`src/rtl/fedc_pkg.sv`:
```
// ----------------------------------------------------------------------------
// fedc_pkg: shared types, constants and rate helpers
// Word formats, sequencer states and the envelope rate, wait and increment
// lookups used by the FM envelope duration calculator.
// ----------------------------------------------------------------------------
package fedc_pkg;

	localparam int LVL_W  = 10;  // envelope level, 0..1023
	localparam int RATE_W = 6;   // effective rate, 0..63
	localparam int WAIT_W = 12;  // wait between updates, up to 2048
	localparam int ACC_W  = 24;  // raw cycle accumulators
	localparam int CYC_W  = 22;  // attack / decay count fields
	localparam int TOT_W  = 23;  // total count field

	localparam logic [LVL_W-1:0]  SSG_TOP     = 10'd511;
	localparam logic [LVL_W-1:0]  LEVEL_CEIL  = 10'd1023;
	localparam logic [6:0]        RATE_TOP    = 7'd63;
	localparam logic [RATE_W-1:0] RATE_FAST   = 6'd62;
	localparam logic [3:0]        SL_MAX_CODE = 4'd15;

	typedef struct packed {
		logic [4:0] attack_rate;
		logic [4:0] decay_rate;
		logic [3:0] sustain_level;
		logic [4:0] second_decay_rate;
		logic [1:0] key_scale;
	} fedc_item_t;

	typedef struct packed {
		logic [CYC_W-1:0] attack_cycles;
		logic [CYC_W-1:0] decay_cycles;
		logic [TOT_W-1:0] total_cycles;
		logic             status;
	} fedc_result_t;

	// raw figures from the sequencer, before capping
	typedef struct packed {
		logic [ACC_W-1:0] att_acc;
		logic [ACC_W-1:0] dec_acc;
		logic             att_endless;
		logic             dec_endless;
	} fedc_raw_t;

	// operands for the shared level unit
	typedef struct packed {
		logic              attack;
		logic [RATE_W-1:0] rate;
		logic [2:0]        idx;
		logic [LVL_W-1:0]  level;
		logic [LVL_W-1:0]  target;
	} fedc_step_op_t;

	typedef enum logic [2:0] {
		ST_IDLE,
		ST_ATT_INIT,
		ST_ATT,
		ST_DEC_INIT,
		ST_D1,
		ST_D2_INIT,
		ST_D2,
		ST_DONE
	} fedc_state_t;

	// rows 0..3: patterns below rate 48; rows 4..7: multipliers for 48..59
	localparam logic [1:0] INC_PAT [8][8] = '{
		'{2'd0, 2'd1, 2'd0, 2'd1, 2'd0, 2'd1, 2'd0, 2'd1},
		'{2'd0, 2'd1, 2'd0, 2'd1, 2'd1, 2'd1, 2'd0, 2'd1},
		'{2'd0, 2'd1, 2'd1, 2'd1, 2'd0, 2'd1, 2'd1, 2'd1},
		'{2'd0, 2'd1, 2'd1, 2'd1, 2'd1, 2'd1, 2'd1, 2'd1},
		'{2'd1, 2'd1, 2'd1, 2'd1, 2'd1, 2'd1, 2'd1, 2'd1},
		'{2'd1, 2'd1, 2'd1, 2'd2, 2'd1, 2'd1, 2'd1, 2'd2},
		'{2'd1, 2'd2, 2'd1, 2'd2, 2'd1, 2'd2, 2'd1, 2'd2},
		'{2'd1, 2'd2, 2'd2, 2'd2, 2'd1, 2'd2, 2'd2, 2'd2}
	};

	function automatic logic [RATE_W-1:0] calc_rate(input logic [4:0] r,
		input logic [1:0] ks);
		logic [6:0] v;
		v = {1'b0, r, 1'b0} + {5'b0, ks};
		if (r == 5'd0) begin
			return '0;
		end
		return (v > RATE_TOP) ? RATE_TOP[RATE_W-1:0] : v[RATE_W-1:0];
	endfunction

	function automatic logic [WAIT_W-1:0] wait_of(input logic [RATE_W-1:0] rate);
		logic [3:0] sh;
		sh = (rate < 6'd44) ? (4'd11 - rate[5:2]) : 4'd0;
		return WAIT_W'(1) << sh;
	endfunction

	function automatic logic [3:0] inc_of(input logic [RATE_W-1:0] rate,
		input logic [2:0] idx);
		logic [1:0]        p;
		logic [RATE_W-1:0] off;
		logic [3:0]        r;
		p   = INC_PAT[{1'b1, rate[1:0]}][idx];
		off = rate - 6'd48;
		if (rate < 6'd2) begin
			r = 4'd0;
		end else if (rate < 6'd6) begin
			r = {2'b0, INC_PAT[3'd0][idx]};
		end else if (rate < 6'd8) begin
			r = {2'b0, INC_PAT[3'd2][idx]};
		end else if (rate < 6'd48) begin
			r = {2'b0, INC_PAT[{1'b0, rate[1:0]}][idx]};
		end else if (rate < 6'd60) begin
			r = {2'b0, p} << off[3:2];
		end else begin
			r = 4'd8;
		end
		return r;
	endfunction

	// first decay end point: 32 * code, top code means 511, never past 511
	function automatic logic [LVL_W-1:0] sustain_target(input logic [3:0] sl);
		return (sl == SL_MAX_CODE) ? SSG_TOP : {1'b0, sl, 5'b0};
	endfunction

endpackage

```
`src/rtl/fedc_step_unit.sv`:
```
// ----------------------------------------------------------------------------
// fedc_step_unit: shared envelope level update
// One update event: attack falls by ceil(inc*(v+1)/16), decay rises by 4*inc,
// plus the end-of-phase compare.
// ----------------------------------------------------------------------------
module fedc_step_unit (
	input  fedc_pkg::fedc_step_op_t        op,
	output logic [fedc_pkg::LVL_W-1:0]     level_nxt,
	output logic                           reached
);
	import fedc_pkg::*;

	logic [3:0]       inc;
	logic [13:0]      prod;
	logic [13:0]      prod_rnd;
	logic [LVL_W-1:0] att_d;
	logic [LVL_W-1:0] att_lvl;
	logic [LVL_W-1:0] dec_step;
	logic [LVL_W-1:0] room;
	logic [LVL_W-1:0] dec_lvl;

	always_comb begin
		inc      = inc_of(op.rate, op.idx);
		// inc <= 8 and v+1 <= 1024, product fits 14 bits
		prod     = 14'(inc) * (14'(op.level) + 14'd1);
		prod_rnd = prod + 14'd15;
		att_d    = prod_rnd[13:4];
		att_lvl  = (att_d < op.level) ? (op.level - att_d) : '0;

		dec_step = {4'b0, inc, 2'b00};
		room     = LEVEL_CEIL - op.level;
		dec_lvl  = op.level + ((dec_step < room) ? dec_step : room);

		level_nxt = op.attack ? att_lvl : dec_lvl;
		reached   = op.attack ? (att_lvl == '0) : (dec_lvl >= op.target);
	end

endmodule

```
`src/rtl/fedc_seq.sv`:
```
// ----------------------------------------------------------------------------
// fedc_seq: phase sequencer
// Walks attack, first decay and second decay one update event per cycle
// through the shared level unit and sums the waits between updates.
// ----------------------------------------------------------------------------
module fedc_seq (
	input  logic                   clk,
	input  logic                   arst_n,
	input  logic                   start,
	input  fedc_pkg::fedc_item_t   item,
	input  logic                   out_free,
	output logic                   busy,
	output logic                   done,
	output fedc_pkg::fedc_raw_t    raw
);
	import fedc_pkg::*;

	fedc_state_t       state_q;
	fedc_state_t       state_nxt;
	fedc_item_t        item_q;
	logic [LVL_W-1:0]  v_q;
	logic [LVL_W-1:0]  target_q;
	logic [RATE_W-1:0] rate_q;
	logic [2:0]        idx_q;
	logic [ACC_W-1:0]  att_acc_q;
	logic [ACC_W-1:0]  dec_acc_q;
	logic              att_end_q;
	logic              dec_end_q;
	logic              n1_nz_q;
	logic              first_q;

	logic [RATE_W-1:0] ar_rate;
	logic [RATE_W-1:0] dr_rate;
	logic [RATE_W-1:0] d2_rate;
	logic [LVL_W-1:0]  tgt;
	logic [WAIT_W-1:0] w_cur;
	logic [WAIT_W-1:0] w2;
	logic [WAIT_W-1:0] carry_cnt;
	fedc_step_op_t     op;
	logic [LVL_W-1:0]  level_nxt;
	logic              reached;

	fedc_step_unit u_step (
		.op        (op),
		.level_nxt (level_nxt),
		.reached   (reached)
	);

	always_comb begin
		ar_rate   = calc_rate(item_q.attack_rate, item_q.key_scale);
		dr_rate   = calc_rate(item_q.decay_rate, item_q.key_scale);
		d2_rate   = calc_rate(item_q.second_decay_rate, item_q.key_scale);
		tgt       = sustain_target(item_q.sustain_level);
		w_cur     = wait_of(rate_q);
		w2        = wait_of(d2_rate);
		// leftover wait counter of the first decay, wrapped to the new wait
		carry_cnt = (n1_nz_q ? (w_cur - WAIT_W'(1)) : w_cur) & (w2 - WAIT_W'(1));
	end

	// next state
	always_comb begin
		state_nxt = state_q;
		unique case (state_q)
			ST_IDLE: begin
				if (start) state_nxt = ST_ATT_INIT;
			end
			ST_ATT_INIT: begin
				if (ar_rate >= RATE_FAST || ar_rate == '0) state_nxt = ST_DEC_INIT;
				else state_nxt = ST_ATT;
			end
			ST_ATT: begin
				if (reached) state_nxt = ST_DEC_INIT;
			end
			ST_DEC_INIT: begin
				if (tgt != '0 && dr_rate == '0) state_nxt = ST_DONE;
				else if (tgt == '0) state_nxt = ST_D2_INIT;
				else state_nxt = ST_D1;
			end
			ST_D1: begin
				if (reached) state_nxt = ST_D2_INIT;
			end
			ST_D2_INIT: begin
				if (v_q >= SSG_TOP || d2_rate == '0) state_nxt = ST_DONE;
				else state_nxt = ST_D2;
			end
			ST_D2: begin
				if (reached) state_nxt = ST_DONE;
			end
			ST_DONE: begin
				if (out_free) state_nxt = ST_IDLE;
			end
			default: state_nxt = ST_IDLE;
		endcase
	end

	// outputs
	always_comb begin
		busy            = (state_q != ST_IDLE);
		done            = (state_q == ST_DONE);
		op.attack       = (state_q == ST_ATT);
		op.rate         = rate_q;
		op.idx          = idx_q;
		op.level        = v_q;
		op.target       = target_q;
		raw.att_acc     = att_acc_q;
		raw.dec_acc     = dec_acc_q;
		raw.att_endless = att_end_q;
		raw.dec_endless = dec_end_q;
	end

	always_ff @(posedge clk or negedge arst_n) begin
		if (!arst_n) begin
			state_q <= ST_IDLE;
		end else begin
			state_q <= state_nxt;
		end
	end

	always_ff @(posedge clk) begin
		case (state_q)
			ST_IDLE: begin
				if (start) item_q <= item;
			end
			ST_ATT_INIT: begin
				rate_q    <= ar_rate;
				v_q       <= SSG_TOP;
				idx_q     <= '0;
				att_end_q <= (ar_rate == '0);
				att_acc_q <= (ar_rate >= RATE_FAST) ? ACC_W'(1) : '0;
			end
			ST_ATT: begin
				v_q       <= level_nxt;
				idx_q     <= idx_q + 3'd1;
				att_acc_q <= att_acc_q + ACC_W'(w_cur);
			end
			ST_DEC_INIT: begin
				rate_q    <= dr_rate;
				target_q  <= tgt;
				v_q       <= '0;
				idx_q     <= '0;
				dec_acc_q <= '0;
				n1_nz_q   <= 1'b0;
				dec_end_q <= (tgt != '0 && dr_rate == '0);
			end
			ST_D1: begin
				v_q       <= level_nxt;
				idx_q     <= idx_q + 3'd1;
				dec_acc_q <= dec_acc_q + ACC_W'(w_cur);
				n1_nz_q   <= 1'b1;
			end
			ST_D2_INIT: begin
				rate_q   <= d2_rate;
				target_q <= SSG_TOP;
				first_q  <= 1'b1;
				if (v_q < SSG_TOP) begin
					if (d2_rate == '0) begin
						dec_end_q <= 1'b1;
					end else begin
						dec_acc_q <= dec_acc_q + ACC_W'(n1_nz_q) + ACC_W'(carry_cnt);
					end
				end
			end
			ST_D2: begin
				// first update of the second decay lands after the carried count
				v_q       <= level_nxt;
				idx_q     <= idx_q + 3'd1;
				first_q   <= 1'b0;
				dec_acc_q <= dec_acc_q + (first_q ? '0 : ACC_W'(w_cur));
			end
			default: begin
			end
		endcase
	end

endmodule

```
`src/rtl/fm_envelope_duration_calc_core.sv`:
```
// ----------------------------------------------------------------------------
// fm_envelope_duration_calc_core: FM envelope phase timing calculator
// Counts the envelope cycles of the attack phase and the two decay phases of
// one SSG-EG style envelope setting.
// ----------------------------------------------------------------------------
// Usage:
//   item channel   (item_valid / item_stall / item): one envelope setting per
//                  word. item_stall is high while a setting is being worked on.
//   result channel (result_valid / result_stall / result): one word per
//                  setting with attack, decay and total counts and status.
// Phases: the shared level unit does one envelope update event per cycle,
//   with setup states before the phases and a done state after them; waits
//   between updates are added in one step, not ticked out.
// Throughput: one setting at a time; a new word is taken as soon as the
//   sequencer is back in idle, even if the last result is still held.
// Stall: a finished result waits in the output register; if that register
//   is still full the sequencer holds in its done state until it drains.
// Reset: arst_n clears the sequencer and the output valid; no clearing pass.
// COUNT_BITS sets the saturation point of the attack and decay counts
//   (2^COUNT_BITS - 1, and never past the 22-bit field).
// ----------------------------------------------------------------------------
module fm_envelope_duration_calc_core #(
	parameter int COUNT_BITS = 22
) (
	input  logic                    clk,
	input  logic                    arst_n,
	input  logic                    item_valid,
	output logic                    item_stall,
	input  fedc_pkg::fedc_item_t    item,
	output logic                    result_valid,
	input  logic                    result_stall,
	output fedc_pkg::fedc_result_t  result
);
	import fedc_pkg::*;

	// saturation point of a phase count
	localparam logic [63:0]      CAP_FULL = (64'd1 << COUNT_BITS) - 64'd1;
	localparam logic [CYC_W-1:0] CNT_CAP  =
		(COUNT_BITS >= CYC_W) ? '1 : CAP_FULL[CYC_W-1:0];

	logic         start;
	logic         busy;
	logic         done;
	logic         out_free;
	fedc_raw_t    raw;

	logic [CYC_W-1:0] att_cyc;
	logic [CYC_W-1:0] dec_cyc;
	fedc_result_t     res_nxt;

	logic         result_valid_q;
	fedc_result_t result_q;

	// an item is taken only with the sequencer idle
	assign item_stall = busy;
	assign start      = item_valid && !item_stall;
	// output register is free when empty or draining this cycle
	assign out_free   = !result_valid_q || !result_stall;

	fedc_seq u_seq (
		.clk      (clk),
		.arst_n   (arst_n),
		.start    (start),
		.item     (item),
		.out_free (out_free),
		.busy     (busy),
		.done     (done),
		.raw      (raw)
	);

	// cap each phase; an endless phase reports the cap
	always_comb begin
		att_cyc = (raw.att_endless || raw.att_acc > ACC_W'(CNT_CAP)) ?
			CNT_CAP : raw.att_acc[CYC_W-1:0];
		dec_cyc = (raw.dec_endless || raw.dec_acc > ACC_W'(CNT_CAP)) ?
			CNT_CAP : raw.dec_acc[CYC_W-1:0];
		res_nxt.attack_cycles = att_cyc;
		res_nxt.decay_cycles  = dec_cyc;
		// two capped 22-bit counts never reach the 23-bit field limit
		res_nxt.total_cycles  = {1'b0, att_cyc} + {1'b0, dec_cyc};
		res_nxt.status        = raw.att_endless || raw.dec_endless;
	end

	always_ff @(posedge clk or negedge arst_n) begin
		if (!arst_n) begin
			result_valid_q <= 1'b0;
		end else if (done && out_free) begin
			result_valid_q <= 1'b1;
		end else if (!result_stall) begin
			result_valid_q <= 1'b0;
		end
	end

	always_ff @(posedge clk) begin
		if (done && out_free) begin
			result_q <= res_nxt;
		end
	end

	assign result_valid = result_valid_q;
	assign result       = result_q;

endmodule

```
`config.mk`:
```
export PLATFORM = sky130hd
export DESIGN_NAME = fm_envelope_duration_calc_core
export DESIGN_NICKNAME = d
export VERILOG_FILES = /design/src/rtl/fedc_pkg.sv /design/src/rtl/fedc_step_unit.sv /design/src/rtl/fedc_seq.sv /design/src/rtl/fm_envelope_duration_calc_core.sv
export SDC_FILE = /design/constraint.sdc
export NUM_CORES = 1
export LEC_CHECK = 0
export BUFFER_PORTS_ARGS = -buffer_cell sky130_fd_sc_hd__buf_2
export CAP_MARGIN = 20
export CORE_ASPECT_RATIO = 1.75
export CORE_UTILIZATION = 55
export CTS_CLUSTER_SIZE = 14
export DETAILED_ROUTE_END_ITERATION = 10
export PLACE_DENSITY_LB_ADDON = 0.2
export RECOVER_POWER = 50
export SETUP_SLACK_MARGIN = 0.05
export SYNTH_ARGS = -nofsm -noshare
export SYNTH_HDL_FRONTEND = slang
export SYNTH_HIERARCHICAL = 1
export SYNTH_SLANG_ARGS = --single-unit
```
`constraint.sdc`:
```
create_clock -name clk -period 16.9 [get_ports clk]
set_input_delay 0.845 -clock clk [delete_from_list [all_inputs] [get_ports clk]]
set_output_delay 0.845 -clock clk [all_outputs]
set_load 0.005 [all_outputs]
```
# After elaboration in Yosys (flattened, before gate mapping)
# Memories as Yosys holds them, arrays and structs flattened.
# Cells that the tools add are included.
[op_classes]
mul = 1
shifts = 3
n_bitwise = 4
n_reduce_logical = 37
add_sub_neg = 20
magnitude_cmp = 21
muxes = 68
eq_ne = 17
[op_table]
columns = ["cell", "n"]
rows = [
  ["$pmux 24 s4", 1],
  ["$add 24x12->24", 3],
  ["$mux 16", 4],
  ["$mux 6", 9],
  ["$gt 24x22->1 const B", 2],
  ["$mux 24", 2],
  ["$pmux 24 s2", 1],
  ["$mux 22", 2],
  ["$mux 10", 3],
  ["$pmux 10 s3", 1],
  ["$mux 4", 7],
  ["$add 24x1->24", 1],
  ["$add 24x24->24", 1],
  ["$lt 6x6->1 const B", 4],
  ["$mux 12", 2],
  ["$pmux 3 s8", 1],
  ["$shl 1x4->12 const A", 2],
  ["$sub 12x1->12 const B", 2],
  ["$add 22x22->23", 1],
  ["$add 6x2->7", 3],
  ["$gt 7x6->1 const B", 3],
  ["$logic_not 10->1", 2],
  ["$pmux 10 s2", 1],
  ["$logic_not 6->1", 3],
  ["other kinds (51)", 110],
]
[totals]
memories = 4
out_inout_bits = 70
reg_bits = 174
romBits = 288
[mem_list]
columns = ["name", "words", "width", "read_ports", "rd_ports_with_merged_regs", "write_ports", "line_no", "rtl"]
rows = [
  ["(name not given)", 8, 16, 1, 0, 0, "fedc_pkg.sv:106", "r = {2'b0, INC_PAT[{1'b0, rate[1:0]}][idx]};"],
  ["(name not given)", 8, 16, 1, 0, 0, "fedc_pkg.sv:97", "p = INC_PAT[{1'b1, rate[1:0]}][idx];"],
  ["(name not given)", 8, 2, 1, 0, 0, "fedc_pkg.sv:104", "r = {2'b0, INC_PAT[3'd2][idx]};"],
  ["(name not given)", 8, 2, 1, 0, 0, "fedc_pkg.sv:102", "r = {2'b0, INC_PAT[3'd0][idx]};"],
]

# Longest topological paths before layout
[logic_depth]
word_depth = 21
mapped_depth = 30
ltp_nobuf = 29

# Modules after synthesis
# The synthesis kept the hierarchy.
[modules_own_cells]
columns = ["module", "area_each_um2", "instances", "cells_each", "seq_area_each_um2"]
rows = [
  ["fedc_seq", 7093.1, 1, 746, 2987.9],
  ["fm_envelope_duration_calc_core", 3661.0, 1, 307, 2067.0],
  ["fedc_step_unit", 2758.9, 1, 356, 0.0],
]

# Least setup slack after synthesis
# Ideal clock, no wire load.
[synth_timing]
kind = "flip-flop to flip-flop"
startpoint = "register u_seq.idx_q[0]"
endpoint = "register u_seq.v_q[9], data pin"
arrival_time_ns = 5.748
slack_ns = 10.883
path_stages_with_launch = 28
setup_ns = 0.269
period_less_slack_ns = 6.017
path_cell_list = "edfxtp_1 -> a31oi_1 -> nor2_1 -> xnor2_1 -> or3b_4 -> buf_6 -> nor2_1 -> fa_1 -> fa_1 -> ha_1 -> ha_1 -> a41oi_1 -> o21ai_0 -> a31oi_1 -> o21ai_0 -> nor2_1 -> nor2_1 -> nor2_1 -> xor2_1 -> ha_1 -> or2_2 -> o311a_1 -> o21ai_2 -> a21boi_2 -> o31ai_4 -> buf_4 -> o21ai_0 -> nor3b_1"
[synth_via]
elab_chain_cells = 16
elab_cells_between_ends = 29
cone_classes = "add/sub (3); mul (1); order compare (2); shift (1); mux (19); bitwise (1); memory (2)"
[synth_lines]
columns = ["element", "line_no", "rtl"]
rows = [
  ["start, declared", "fedc_seq.sv:24", "logic [2:0] idx_q;"],
  ["start signal, assigned", "fedc_seq.sv:133", "idx_q <= idx_q + 3'd1;"],
  ["start signal, assigned", "fedc_seq.sv:147", "idx_q <= idx_q + 3'd1;"],
  ["start signal, assigned", "fedc_seq.sv:166", "idx_q <= idx_q + 3'd1;"],
  ["$not 3->4 (implied by the code) (*)", "--", ""],
  ["$bmux 2 s3", "fedc_pkg.sv:97", ""],
  ["$mux 2 (implied by the code) (2 in a row)", "fedc_pkg.sv:97", ""],
  ["$shl 2x2->4", "fedc_pkg.sv:108", "r = {2'b0, p} << off[3:2];"],
  ["$mux 4", "fedc_pkg.sv:107", "end else if (rate < 6'd60) begin"],
  ["$mux 4", "fedc_pkg.sv:105", "end else if (rate < 6'd48) begin"],
  ["$mux 4", "fedc_pkg.sv:103", "end else if (rate < 6'd8) begin"],
  ["$mux 4 (*)", "fedc_pkg.sv:101", "end else if (rate < 6'd6) begin"],
  ["$mux 4 (*)", "fedc_pkg.sv:99", "if (rate < 6'd2) begin"],
  ["$mul 4x11->14", "fedc_step_unit.sv:25", "prod = 14'(inc) * (14'(op.level) + 14'd1);"],
  ["$add 14x4->14", "fedc_step_unit.sv:26", "prod_rnd = prod + 14'd15;"],
  ["$sub 10x10->10 / $lt 10x10->1 (equally long branches)", "fedc_step_unit.sv:28", "att_lvl = (att_d < op.level) ? (op.level - att_d) : '0;"],
  ["$mux 10", "fedc_step_unit.sv:28", ""],
  ["$mux 10 (*)", "fedc_step_unit.sv:34", "level_nxt = op.attack ? att_lvl : dec_lvl;"],
  ["via u_seq.level_nxt[9]", "fedc_seq.sv:40", "logic [LVL_W-1:0] level_nxt;"],
  ["$pmux 10 s3 (*)", "fedc_seq.sv:120", "case (state_q)"],
  ["end signal, assigned", "fedc_seq.sv:132", "v_q <= level_nxt;"],
  ["end signal, assigned", "fedc_seq.sv:146", "v_q <= level_nxt;"],
  ["end signal, assigned", "fedc_seq.sv:165", "v_q <= level_nxt;"],
  ["end, declared", "fedc_seq.sv:21", "logic [LVL_W-1:0] v_q;"],
]
# Mark *: on every way through the listed nets, which the timed path passes. The rest lies on a longest branch. The select of a mux whose other input is x is not followed.
# A chain may end at the register's enable or synchronous reset.

# Worst setup path in the final report
[layout_timing]
startpoint = "register u_seq.idx_q[0]"
endpoint = "register u_seq.v_q[4], data pin"
# The elaborated chain is that of the path after synthesis.

==> results_dict.tcl <==
set metrics [dict create \
    finClkSkew_ns 0.00867 \
    synth_top_area_share 0.367 \
    gr-usage-met2 0.512 \
    worst-path-max-fanout 12 \
    drt_drc_violations_left 0 \
    critPathTopFamily "compound AO/OA/AOI/OAI gates" \
    cts_tree "done" \
    syn2layout_area_growth_pct 9.56 \
    synthCells 1409 \
    dp_hpwl_mm 25.6 \
    critPathSlowestCell "edfxtp_1" \
    ys.flop_type "edfxtp_1" \
    worstPathArrival_ns 6.76 \
    grtUsageTotal 0.266 \
    startpoint_type "register" \
    top_usage_layer "met2" \
    path_clk_slew_ns 0.07 \
    die_x_um 120 \
    fillerInstances 2107 \
    cp_num_buf_inv 1 \
    max_cap_violations 3 \
    gp_congestion 0.941 \
    clockBufferDepth 2 \
    avgRoutedWirePerCell_um 18.1 \
    yosys_warnings 6 \
    vias 10900 \
    slew-limit-headroom -1.39 \
    clock_sinks 169 \
    synth_edf_count 165 \
    ys_top_cells_by_area "edfxtp_1, ha_1, nor2_1" \
    setup_tns_ns 0 \
    final.period_utilization 0.391 \
    cpMostUsedCell "nor2_1" \
    row_count 75 \
    yosys.area.top_type "edfxtp_1" \
    insertion_delay_ns 0.44 \
    firstDrtPassIters 5 \
    period_minus_slack_ns 6.61 \
    rsz0062_at_grt "no" \
    slew_violations 125 \
    async_reset_ff_frac 0.0237 \
    postCtsHoldBufs 0 \
    synthTopCellsByCount "edfxtp_1, nor2_1, ha_1" \
    max_freq_ghz 0.151 \
    drt-initial-drc-count 776 \
    cts.htree.levels 4 \
    layout-drive-gt1-share 0.114 \
    globalRouteMet1Util 0.268 \
    cts_root_buf "clkbuf_16" \
    hold_viol 0 \
    antenna_left 0 \
    post_cts_buffers 0 \
    start_util 0.562 \
    synth.cell_area_mm2 0.0135 \
    synth.avg_cell_area_um2 9.59 \
    dieArea_mm2 0.0252 \
    grt_max_degree 69 \
    max_slew.worst_pin.slew_ns 3.58 \
    wirelength_mm 32.7 \
    required_ns 17.06 \
    violations "max-capacitance violations, max-slew violations" \
    via_per_inst 6.01 \
    numCtsBuffers 17 \
    grt_pass1_vias 10700 \
    place_ws_ns 10.36 \
    grt-ovfl-total 0 \
    critPathMaxStageDelay_ns 0.52 \
    hp-class "input pin to async pin" \
    use_met3 0.0353 \
    synth_cell_types 99 \
    grt_pass1_wl_mm 52.2 \
    setup_violations 0 \
    fin_nets 1659 \
    fin_ws_ns 10.29 \
    ioPinCount 95 \
    diodes 0 \
    ys_seq_area_frac 0.374 \
    core-area_mm2 0.0240 \
    port_buffers 94 \
    worstSetupEndpointType "register" \
    die_h_um 209 \
    ys_seq_elements 169 \
    antenna_found_initial 0 \
    status "finished with violations" \
    path_class "register to register" \
    yosysMostFrequentCell "edfxtp_1" \
    cts_resized 0 \
]
through the flow:
step | area [um^2] | hold slack (ns) | std cells | utilization
finish | 14800 | 0.247 | 1811 | 0.616
global route | 14800 | 0.260 | 1811 | 0.616
CTS | 14900 | 0.189 | 1811 | 0.619
detailed placement | 14300 | 0.557 | 1779 | 0.594
global placement | 14300 | 0.544 | 1779 | 0.594
floorplan | 13500 | 0.515 | 1410 | -
path summary, 6_finish.rpt:
kind	from	end	slack [ns]	depth (start not counted)
setup / recovery	u_seq/idx_q[0]	u_seq/v_q[4]	10.29	26
max in group asynchronous	arst_n	result_valid	16.43	1
hold reg to reg	u_seq/item_q[7]	u_seq/target_q[5]	0.57	1
hold / removal	arst_n	u_seq/state_q[1]	0.25	1
min in group clk	u_seq/item_q[7]	u_seq/target_q[5]	0.57	1
setup reg to reg	u_seq/idx_q[0]	u_seq/v_q[4]	10.29	26
layout make-up:
type | count | area [um^2] | area share
Timing Repair Buffer | 104 | 492 | 0.0332
Inverter | 83 | 312 | 0.0210
Tap cell | 308 | 385 | 0.0260
Clock buffer | 18 | 429 | 0.0290
Sequential cell | 169 | 5050 | 0.341
Multi-Input combinational cell | 1115 | 7960 | 0.538
Clock inverter | 14 | 173 | 0.0117
layout by cell type, fill, tap and decap left out, drive strengths merged, types with 6 or more instances in the layout:
master / netlist / layout
edfxtp: 165 / 165
nor2: 161 / 161
ha: 120 / 120
o21ai: 105 / 105
a21oi: 86 / 86
inv: 83 / 85
nand2b: 79 / 79
nand2: 79 / 79
buf: 10 / 73
xnor2: 56 / 56
clkbuf: 33 / 49
xor2: 40 / 40
nor3: 35 / 35
nand3: 34 / 34
fa: 24 / 24
and3: 23 / 23
a21o: 19 / 19
nor2b: 16 / 16
o211ai: 15 / 15
or2: 15 / 15
and2: 15 / 15
a31oi: 14 / 14
a211oi: 14 / 14
nand4: 12 / 12
o22ai: 12 / 12
mux2i: 11 / 11
o31ai: 11 / 11
o21a: 8 / 8
o21bai: 7 / 7
nor3b: 6 / 6
nor4: 6 / 6
a31o: 6 / 6
or4: 6 / 6
layer usage:
layer  up-vias  wire length, um
met5         -                0
met2       317            18000
met1      5182            12100
met4         0             1430
li1       5291                -
met3        93             1190
registers in the layout, indices dropped and copies added (netlist names):
| signal | cells |
|---|---|
| result | 68 |
| u_seq/att_acc_q | 24 |
| u_seq/dec_acc_q | 24 |
| u_seq/item_q | 21 |
| u_seq/v_q | 10 |
| u_seq/rate_q | 6 |
| u_seq/target_q | 5 |
| u_seq/idx_q | 3 |
| u_seq/state_q | 3 |
| result_valid | 1 |
| u_seq/att_end_q | 1 |
| u_seq/dec_end_q | 1 |
| u_seq/first_q | 1 |
| u_seq/n1_nz_q | 1 |
cell families (layout without fill, tap and decap cells):
logic type / count (synthesis) / in the layout / share of synthesized area
simple gates: 505 / 505 / 0.188
mux: 15 / 15 / 0.0118
xor+xnor: 96 / 96 / 0.0622
other cells: 2 / 3 / 0.000556
buf+inv: 126 / 219 / 0.0374
compound gates: 351 / 351 / 0.178
fa+ha+maj: 145 / 145 / 0.147
flops: 169 / 169 / 0.374
worst reg2reg max path: stages, from the launching register on:
cell	delay (ns)
edfxtp_1	0.52
a31oi_1	0.26
nor2_1	0.11
xnor2_1	0.13
or3b_4	0.46
nor2_1	0.16
fa_1	0.46
fa_1	0.50
ha_1	0.30
ha_1	0.37
a41oi_1	0.19
o21ai_0	0.15
a31oi_1	0.28
o21ai_0	0.16
nor2_1	0.19
nor2_1	0.06
nor2_1	0.11
xor2_1	0.16
ha_1	0.29
or2_2	0.32
o311a_1	0.15
o21ai_2	0.17
a21boi_2	0.11
o31ai_4	0.40
o21ai_0	0.17
inv_1	0.06
o21ai_0	0.07
Power is not shown: default switching activity piles up to over one toggle a cycle in this logic, so the estimate is an artifact.
